`config.mk`:
```
export PLATFORM = sky130hd
export DESIGN_NAME = dhcp_option_list_checker_unit
export DESIGN_NICKNAME = d
export VERILOG_FILES = /design/src/sv/dhcpoc_pkg.sv /design/src/sv/dhcp_option_list_checker_unit.sv
export SDC_FILE = /design/constraint.sdc
export NUM_CORES = 1
export LEC_CHECK = 0
export BUFFER_PORTS_ARGS = -buffer_cell sky130_fd_sc_hd__buf_4
export CAP_MARGIN = 20
export CORE_MARGIN = 2
export CORE_UTILIZATION = 32
export CTS_CLUSTER_SIZE = 30
export DETAILED_ROUTE_END_ITERATION = 6
export GPL_TIMING_DRIVEN = 0
export PLACE_DENSITY = 0.52
export REMOVE_ABC_BUFFERS = 1
export SETUP_SLACK_MARGIN = 0.05
export SLEW_MARGIN = 20
export SYNTH_ARGS = -nofsm -noshare
export SYNTH_HDL_FRONTEND = slang
export SYNTH_SLANG_ARGS = --single-unit
```
`constraint.sdc`:
```
create_clock -name clk -period 10.8 [get_ports clk]
set_input_delay 2.16 -clock clk [delete_from_list [all_inputs] [get_ports clk]]
set_output_delay 2.16 -clock clk [all_outputs]
set_load 0.005 [all_outputs]
```
`src/sv/dhcpoc_pkg.sv`:
```
// ----------------------------------------------------------------------------
// dhcpoc_pkg
// Types, codes and the known-option table for the DHCPv4 options checker.
// ----------------------------------------------------------------------------
package dhcpoc_pkg;

	typedef enum logic [1:0] {
		PH_CODE = 2'd0,
		PH_LEN  = 2'd1,
		PH_BODY = 2'd2,
		PH_HALT = 2'd3
	} phase_t;

	typedef enum logic [2:0] {
		ST_OK    = 3'd0,
		ST_SHORT = 3'd1,
		ST_ALIGN = 3'd2,
		ST_FIXED = 3'd3,
		ST_TRUNC = 3'd4,
		ST_END   = 3'd5,
		ST_NOEND = 3'd6
	} status_t;

	typedef enum logic [7:0] {
		CFG_SERVER_EN   = 8'd0,
		CFG_EXTENDED_EN = 8'd1
	} cfg_reg_t;

	localparam logic [7:0] CODE_PAD = 8'd0;
	localparam logic [7:0] CODE_END = 8'd255;
	localparam int unsigned CfgIndexWidth = 8;
	localparam int unsigned CfgDataWidth  = 8;

	typedef struct packed {
		logic [7:0] data_byte;
		logic       last_byte;
	} in_item_t;

	typedef struct packed {
		logic [7:0] option_code;
		logic [7:0] option_length;
		logic       known_code;
		status_t    status;
		logic       list_done;
	} out_item_t;

	typedef struct packed {
		logic       known;
		logic [2:0] fixed_len;   // 0 means no fixed length
		logic [1:0] align_mask;  // low length bits that must be zero
		logic [2:0] min_item;    // code + length + payload
	} rule_t;

	function automatic rule_t lookup_rule(input logic [7:0] code, input logic srv_en,
		input logic ext_en);
		rule_t r;
		r = '{known: 1'b1, fixed_len: 3'd0, align_mask: 2'b00, min_item: 3'd3};
		case (code)
			8'd1:    r = '{1'b1, 3'd4, 2'b00, 3'd6};
			8'd3:    r = '{1'b1, 3'd0, 2'b11, 3'd6};
			8'd5:    r = '{srv_en, 3'd0, 2'b11, 3'd6};
			8'd6:    r = '{1'b1, 3'd0, 2'b11, 3'd6};
			8'd12:   r = '{1'b1, 3'd0, 2'b00, 3'd3};
			8'd15:   r = '{1'b1, 3'd0, 2'b00, 3'd3};
			8'd28:   r = '{1'b1, 3'd4, 2'b11, 3'd6};
			8'd50:   r = '{1'b1, 3'd4, 2'b11, 3'd6};
			8'd51:   r = '{1'b1, 3'd4, 2'b11, 3'd6};
			8'd53:   r = '{1'b1, 3'd1, 2'b00, 3'd3};
			8'd54:   r = '{1'b1, 3'd4, 2'b11, 3'd6};
			8'd55:   r = '{1'b1, 3'd0, 2'b00, 3'd3};
			8'd57:   r = '{1'b1, 3'd2, 2'b01, 3'd4};
			8'd58:   r = '{1'b1, 3'd4, 2'b11, 3'd6};
			8'd59:   r = '{1'b1, 3'd4, 2'b11, 3'd6};
			8'd61:   r = '{1'b1, 3'd0, 2'b00, 3'd4};
			8'd120:  r = '{1'b1, 3'd0, 2'b00, 3'd3};
			8'd66:   r = '{ext_en, 3'd0, 2'b00, 3'd3};
			8'd52:   r = '{ext_en, 3'd0, 2'b00, 3'd3};
			8'd150:  r = '{ext_en, 3'd0, 2'b00, 3'd3};
			default: r = '{1'b0, 3'd0, 2'b00, 3'd0};
		endcase
		return r;
	endfunction

	function automatic status_t check_option(input rule_t r, input logic [7:0] len);
		status_t st;
		if (!r.known) begin
			st = ST_OK;
		end else if (({1'b0, len} + 9'd2) < {6'b0, r.min_item}) begin
			st = ST_SHORT;
		end else if ((len[1:0] & r.align_mask) != 2'b00) begin
			st = ST_ALIGN;
		end else if ((r.fixed_len != 3'd0) && (len != {5'b0, r.fixed_len})) begin
			st = ST_FIXED;
		end else begin
			st = ST_OK;
		end
		return st;
	endfunction

endpackage

```
`src/sv/dhcp_option_list_checker_unit.sv`:
```
// ----------------------------------------------------------------------------
// dhcp_option_list_checker_unit
// Walks a DHCPv4 options field byte by byte and reports each option's status.
// ----------------------------------------------------------------------------
// Path: an accepted byte sits in the input register, then its result moves to the
// result register.
// Throughput: one byte per cycle; a byte waits only while a result is held
// in the result register and not taken, and the byte in the input register also gives one.
// Reset: parser expects a code, both enables set, no beat pending.
module dhcp_option_list_checker_unit (
	input  logic                                     clk,
	input  logic                                     arst_n,
	input  logic                                     in_valid,
	output logic                                     in_ready,
	input  dhcpoc_pkg::in_item_t                     in_item,
	output logic                                     out_valid,
	input  logic                                     out_ready,
	output dhcpoc_pkg::out_item_t                    out_item,
	input  logic                                     cfg_valid,
	output logic                                     cfg_ready,
	input  logic [dhcpoc_pkg::CfgIndexWidth-1:0]     cfg_index,
	input  logic [dhcpoc_pkg::CfgDataWidth-1:0]      cfg_data
);

	dhcpoc_pkg::in_item_t  item_s1;
	logic                  valid_s1;
	dhcpoc_pkg::out_item_t out_q;
	logic                  out_valid_q;

	dhcpoc_pkg::phase_t    phase_q, phase_d;
	logic [7:0]            code_q, code_d;
	logic [7:0]            len_q, len_d;
	logic [7:0]            rem_q, rem_d;
	logic                  srv_en_q, ext_en_q;

	logic                  advance;
	logic                  res_valid;
	dhcpoc_pkg::out_item_t res;

	logic [7:0]            b;
	logic                  last;
	logic [7:0]            rem_dec;
	logic [7:0]            fin_len;
	dhcpoc_pkg::rule_t     rule_cur, rule_new;
	dhcpoc_pkg::status_t   fin_chk;
	logic                  fin_now;

	assign b        = item_s1.data_byte;
	assign last     = item_s1.last_byte;
	assign rem_dec  = rem_q - 8'd1;
	assign rule_cur = dhcpoc_pkg::lookup_rule(code_q, srv_en_q, ext_en_q);
	assign rule_new = dhcpoc_pkg::lookup_rule(b, srv_en_q, ext_en_q);
	assign fin_len  = (phase_q == dhcpoc_pkg::PH_LEN) ? b : len_q;
	assign fin_chk  = dhcpoc_pkg::check_option(rule_cur, fin_len);
	// option closes on a zero length byte or on its last payload byte
	assign fin_now  = ((phase_q == dhcpoc_pkg::PH_LEN) && (b == 8'd0)) ||
	                  ((phase_q == dhcpoc_pkg::PH_BODY) && (rem_dec == 8'd0));

	// result for the byte in the input register
	always_comb begin
		res_valid = 1'b0;
		res = '{option_code: code_q, option_length: fin_len, known_code: rule_cur.known,
		        status: dhcpoc_pkg::ST_TRUNC, list_done: 1'b1};
		case (phase_q)
			dhcpoc_pkg::PH_CODE: begin
				res.option_code   = b;
				res.option_length = 8'd0;
				res.known_code    = 1'b0;
				if (b == dhcpoc_pkg::CODE_PAD) begin
					res_valid  = last;
					res.status = dhcpoc_pkg::ST_NOEND;
				end else if (b == dhcpoc_pkg::CODE_END) begin
					res_valid  = 1'b1;
					res.status = dhcpoc_pkg::ST_END;
				end else begin
					res_valid      = last;
					res.known_code = rule_new.known;
				end
			end
			dhcpoc_pkg::PH_LEN, dhcpoc_pkg::PH_BODY: begin
				if (fin_now) begin
					res_valid = 1'b1;
					if (fin_chk != dhcpoc_pkg::ST_OK) begin
						res.status = fin_chk;
					end else if (last) begin
						res.status = dhcpoc_pkg::ST_NOEND;
					end else begin
						res.status    = dhcpoc_pkg::ST_OK;
						res.list_done = 1'b0;
					end
				end else begin
					res_valid = last;
				end
			end
			default: begin
				res_valid = 1'b0;
			end
		endcase
	end

	// parser next state
	always_comb begin
		phase_d = phase_q;
		code_d  = code_q;
		len_d   = len_q;
		rem_d   = rem_q;
		case (phase_q)
			dhcpoc_pkg::PH_CODE: begin
				if (b == dhcpoc_pkg::CODE_PAD) begin
					phase_d = dhcpoc_pkg::PH_CODE;
				end else if (b == dhcpoc_pkg::CODE_END) begin
					phase_d = last ? dhcpoc_pkg::PH_CODE : dhcpoc_pkg::PH_HALT;
				end else begin
					code_d  = b;
					len_d   = 8'd0;
					rem_d   = 8'd0;
					phase_d = last ? dhcpoc_pkg::PH_CODE : dhcpoc_pkg::PH_LEN;
				end
			end
			dhcpoc_pkg::PH_LEN, dhcpoc_pkg::PH_BODY: begin
				if (phase_q == dhcpoc_pkg::PH_LEN) begin
					len_d = b;
					rem_d = b;
				end else begin
					rem_d = rem_dec;
				end
				if (last) begin
					phase_d = dhcpoc_pkg::PH_CODE;
				end else if (fin_now) begin
					phase_d = (fin_chk != dhcpoc_pkg::ST_OK) ? dhcpoc_pkg::PH_HALT
					                                         : dhcpoc_pkg::PH_CODE;
				end else begin
					phase_d = dhcpoc_pkg::PH_BODY;
				end
			end
			default: begin
				phase_d = last ? dhcpoc_pkg::PH_CODE : dhcpoc_pkg::PH_HALT;
			end
		endcase
	end

	// hold the input beat only when its result has nowhere to go
	assign advance   = valid_s1 && (!res_valid || !out_valid_q || out_ready);
	assign in_ready  = !valid_s1 || advance;
	assign out_valid = out_valid_q;
	assign out_item  = out_q;
	assign cfg_ready = 1'b1;

	always_ff @(posedge clk or negedge arst_n) begin
		if (!arst_n) begin
			valid_s1 <= 1'b0;
		end else if (in_ready) begin
			valid_s1 <= in_valid;
		end
	end

	always_ff @(posedge clk) begin
		if (in_ready && in_valid) begin
			item_s1 <= in_item;
		end
	end

	always_ff @(posedge clk or negedge arst_n) begin
		if (!arst_n) begin
			phase_q <= dhcpoc_pkg::PH_CODE;
			code_q  <= 8'd0;
			len_q   <= 8'd0;
			rem_q   <= 8'd0;
		end else if (advance) begin
			phase_q <= phase_d;
			code_q  <= code_d;
			len_q   <= len_d;
			rem_q   <= rem_d;
		end
	end

	always_ff @(posedge clk or negedge arst_n) begin
		if (!arst_n) begin
			out_valid_q <= 1'b0;
		end else if (advance && res_valid) begin
			out_valid_q <= 1'b1;
		end else if (out_ready) begin
			out_valid_q <= 1'b0;
		end
	end

	always_ff @(posedge clk) begin
		if (advance && res_valid) begin
			out_q <= res;
		end
	end

	always_ff @(posedge clk or negedge arst_n) begin
		if (!arst_n) begin
			srv_en_q <= 1'b1;
			ext_en_q <= 1'b1;
		end else if (cfg_valid) begin
			case (cfg_index)
				dhcpoc_pkg::CFG_SERVER_EN:   srv_en_q <= cfg_data[0];
				dhcpoc_pkg::CFG_EXTENDED_EN: ext_en_q <= cfg_data[0];
				default: begin
				end
			endcase
		end
	end

	a_end_done: assert property (@(posedge clk) disable iff (!arst_n)
		out_valid_q && (out_q.status == dhcpoc_pkg::ST_END) |-> out_q.list_done)
		else $error("end marker result without list_done");

	a_stop_done: assert property (@(posedge clk) disable iff (!arst_n)
		out_valid_q && ((out_q.status == dhcpoc_pkg::ST_TRUNC) ||
		(out_q.status == dhcpoc_pkg::ST_NOEND)) |-> out_q.list_done)
		else $error("truncated or missing end result without list_done");

	a_rearm: assert property (@(posedge clk) disable iff (!arst_n)
		advance && item_s1.last_byte |=> (phase_q == dhcpoc_pkg::PH_CODE))
		else $error("parser did not rearm after last byte");

	a_hold: assert property (@(posedge clk) disable iff (!arst_n)
		valid_s1 && !advance |-> !in_ready && out_valid_q)
		else $error("input beat held without a pending result");

	a_ok_open: assert property (@(posedge clk) disable iff (!arst_n)
		out_valid_q && (out_q.status == dhcpoc_pkg::ST_OK) |-> !out_q.list_done)
		else $error("ok result closed the list");

endmodule

```
==> out/metrics.cfg <==
[clock_tree]
path_clk_slew_ns=0.05
hold_buffers=0
cts_max_path_buffers=2
clock_sinks=60
root_buffer=clkbuf_16
numCtsBuffers=9
cts_tree=yes
cts_resized=0
htreeDepth=3
cts_setup_buffers=0
clkLatencyLatePin_ns=0.33

[timing]
finClkSkew_ns=0.006826
final-max-slew-violation-count=0
period_share_pct=47.96
worst_pin_slew_ns=0.8679
fmax_ghz=0.1931
grt_setup_unrepaired=no
slew_headroom_pct=42.14
setup_viol_count_final=0
period_needed_ns=5.179
hold_viol=0
finalSetupTns_ns=0

[die]
die_area_sq_um=12630
die_y_microns=112.4
top_level_ports=54
core-area_sq_um=11420
start_util_pct=32.93
rows=39
die_w_microns=112.4

[synthesis]
ys_seq_area_share_pct=43.99
synth-seq-cells=60
synthCells=390
synth.top_cell.area_share_pct=23.96
synth_area_per_cell_sq_um=9.641
synthFlopType=edfxtp_1
synth_edf_count=30
synth.distinct_cells=73
async_flop_share_pct=50.00
yosysTopAreaCell=edfxtp_1
ys_warn_count=0
synth_area_leaders=edfxtp_1, dfrtp_1, mux2_2
syn_area_sq_um=3760

[critical_path]
slowest_stage=nor2_1
worstSetupPathType=input port to primary output
path_max_fanout=3
cp.arrival_ns=3.02
slowest_delay_ns=0.23
cp-start-kind=input port
required_ns=8.64
path_common_cell=buf_4
path_buf_inv=2
crit_path_cell_trace=buf_4 > nand2b_1 > nor2_1 > o211ai_1 > buf_4
worstSetupEndpointType=primary output
cp_top_family=simple AND/OR/NAND/NOR gates

[detailed_routing]
drt_first_pass_iters=4
vias=3158
drt_iter0_markers=200
antenna_left=0
wl_per_cell_microns=16.53
drc=0
wirelength_microns=9421
via_per_inst=5.540

[placement]
dpl.hpwl_microns=6722
portBuffers=45
place.gp.congestion=0.8849
post_dp_cell_area_sq_um=4187

[grt]
overflow=0
grt_max_degree=34
antenna_found_initial=0
grt_first_pass_wirelength_microns=15520
first_global_vias=2995
grtUsageTotal_pct=15.63

[finish]
diodes=0
fin_util_pct=39.18
nets=461
drive_gt1_share_pct=22.25
synthToLayoutAreaGrowth_pct=19.00
final_common_cell=buf_4
final_cell_mix=buf_4, nor2_1, edfxtp_1, nand2_1, dfrtp_1
fin_area_sq_um=4474

[run]
cap_violations=0

[run_status]
outcome=finished clean

[power_and_ir_drop]
p_per_area_nw_per_um2=274.3
peakVddDrop_uv=75.33
total_leakage_power_nw=1.744

[hold_path]
hold_path_class=flip-flop to flip-flop

## cell families after synthesis
| group | Yosys count | share of synthesized area, % |
|---|---|---|
| buffers and inverters | 43 | 4.625 |
| AND/OR/NAND/NOR | 154 | 22.60 |
| AO/OA/AOI/OAI | 95 | 17.60 |
| multiplexers | 25 | 7.388 |
| XOR/XNOR | 3 | 0.6990 |
| other | 1 | 0.09974 |
| adder cells (fa/ha/maj) | 9 | 2.995 |
| flip-flops | 60 | 43.99 |
## synth_stat cells, types with 5 or more instances
library cell,number
ha_1,9
a21oi_1,19
clkbuf_1,15
nor2_1,30
mux2_2,19
dfrtp_1,28
buf_2,7
and3_1,6
o21ai_0,21
or3_1,6
mux2i_1,5
nor2b_1,6
edfxtp_1,30
nor3_1,16
nor4_1,6
inv_1,16
nand2_1,29
nand2b_1,11
nand3_1,14
## worst paths after layout
kind / start / to / slack [ns] / cells after the start
min in group asynchronous: arst_n / phase_q[0] / 1.77 / 1
worst max register to register: code_q[3] / out_item[0] / 6.86 / 11
worst max-delay path: out_ready / in_ready / 5.62 / 5
worst min register to register: len_q[2] / len_q[2] / 0.48 / 2
worst min-delay path: len_q[2] / len_q[2] / 0.48 / 2
max in group asynchronous: arst_n / srv_en_q / 8.70 / 1
## final cells by class
class	instances	area, sq um
clock buffers	11	232.7
clock inverters	5	52.55
fillers	1190	6944
inverters	17	63.81
multi-input cells	287	1939
flip-flops and latches	60	1654
well taps	143	178.9
repair buffers	47	352.8
## tightest hold or removal path, cell delays in order (launching register included)
cell and delay [ns]:
dfrtp_1 0.34, nand2_1 0.05, o31ai_1 0.05
## registers in the layout, indices dropped and copies added (netlist names)
signal / cells
rem_q: 8
out_valid: 1
srv_en_q: 1
last: 1
b: 8
out_item: 21
valid_s1: 1
len_q: 8
phase_q: 2
ext_en_q: 1
code_q: 8
## metrics by stage
| step | hold WS [ns] | instances | total power, mW | worst slack (ns) |
|---|---|---|---|---|
| 2_1_floorplan | 0.4478 | 364 | 0.7787 | 5.963 |
| 3_3_place_gp | 0.4591 | 552 | 0.9400 | 5.207 |
| 3_5_place_dp | 0.4664 | 554 | 0.9534 | 5.612 |
| 4_1_cts | 0.4774 | 570 | 1.234 | 5.604 |
| 5_1_grt | 0.5104 | 570 | 1.318 | 5.548 |
| 6_report | 0.4777 | 570 | 1.227 | 5.621 |
## per-layer routing
layer  global-route usage (%)  routed length (microns)
met1                    22.51                     4595
met2                    23.17                     4256
met3                    2.538                      368
met4                    6.992                      200
met5                        0                        0
## power breakdown
group          switching [mW]  internal [mW]  total [mW]
clock network           0.101          0.177       0.278
registers              0.0949          0.329       0.424
logic                   0.289          0.236       0.525
total                   0.485          0.742        1.23
Power figures use the tool's default switching activity.
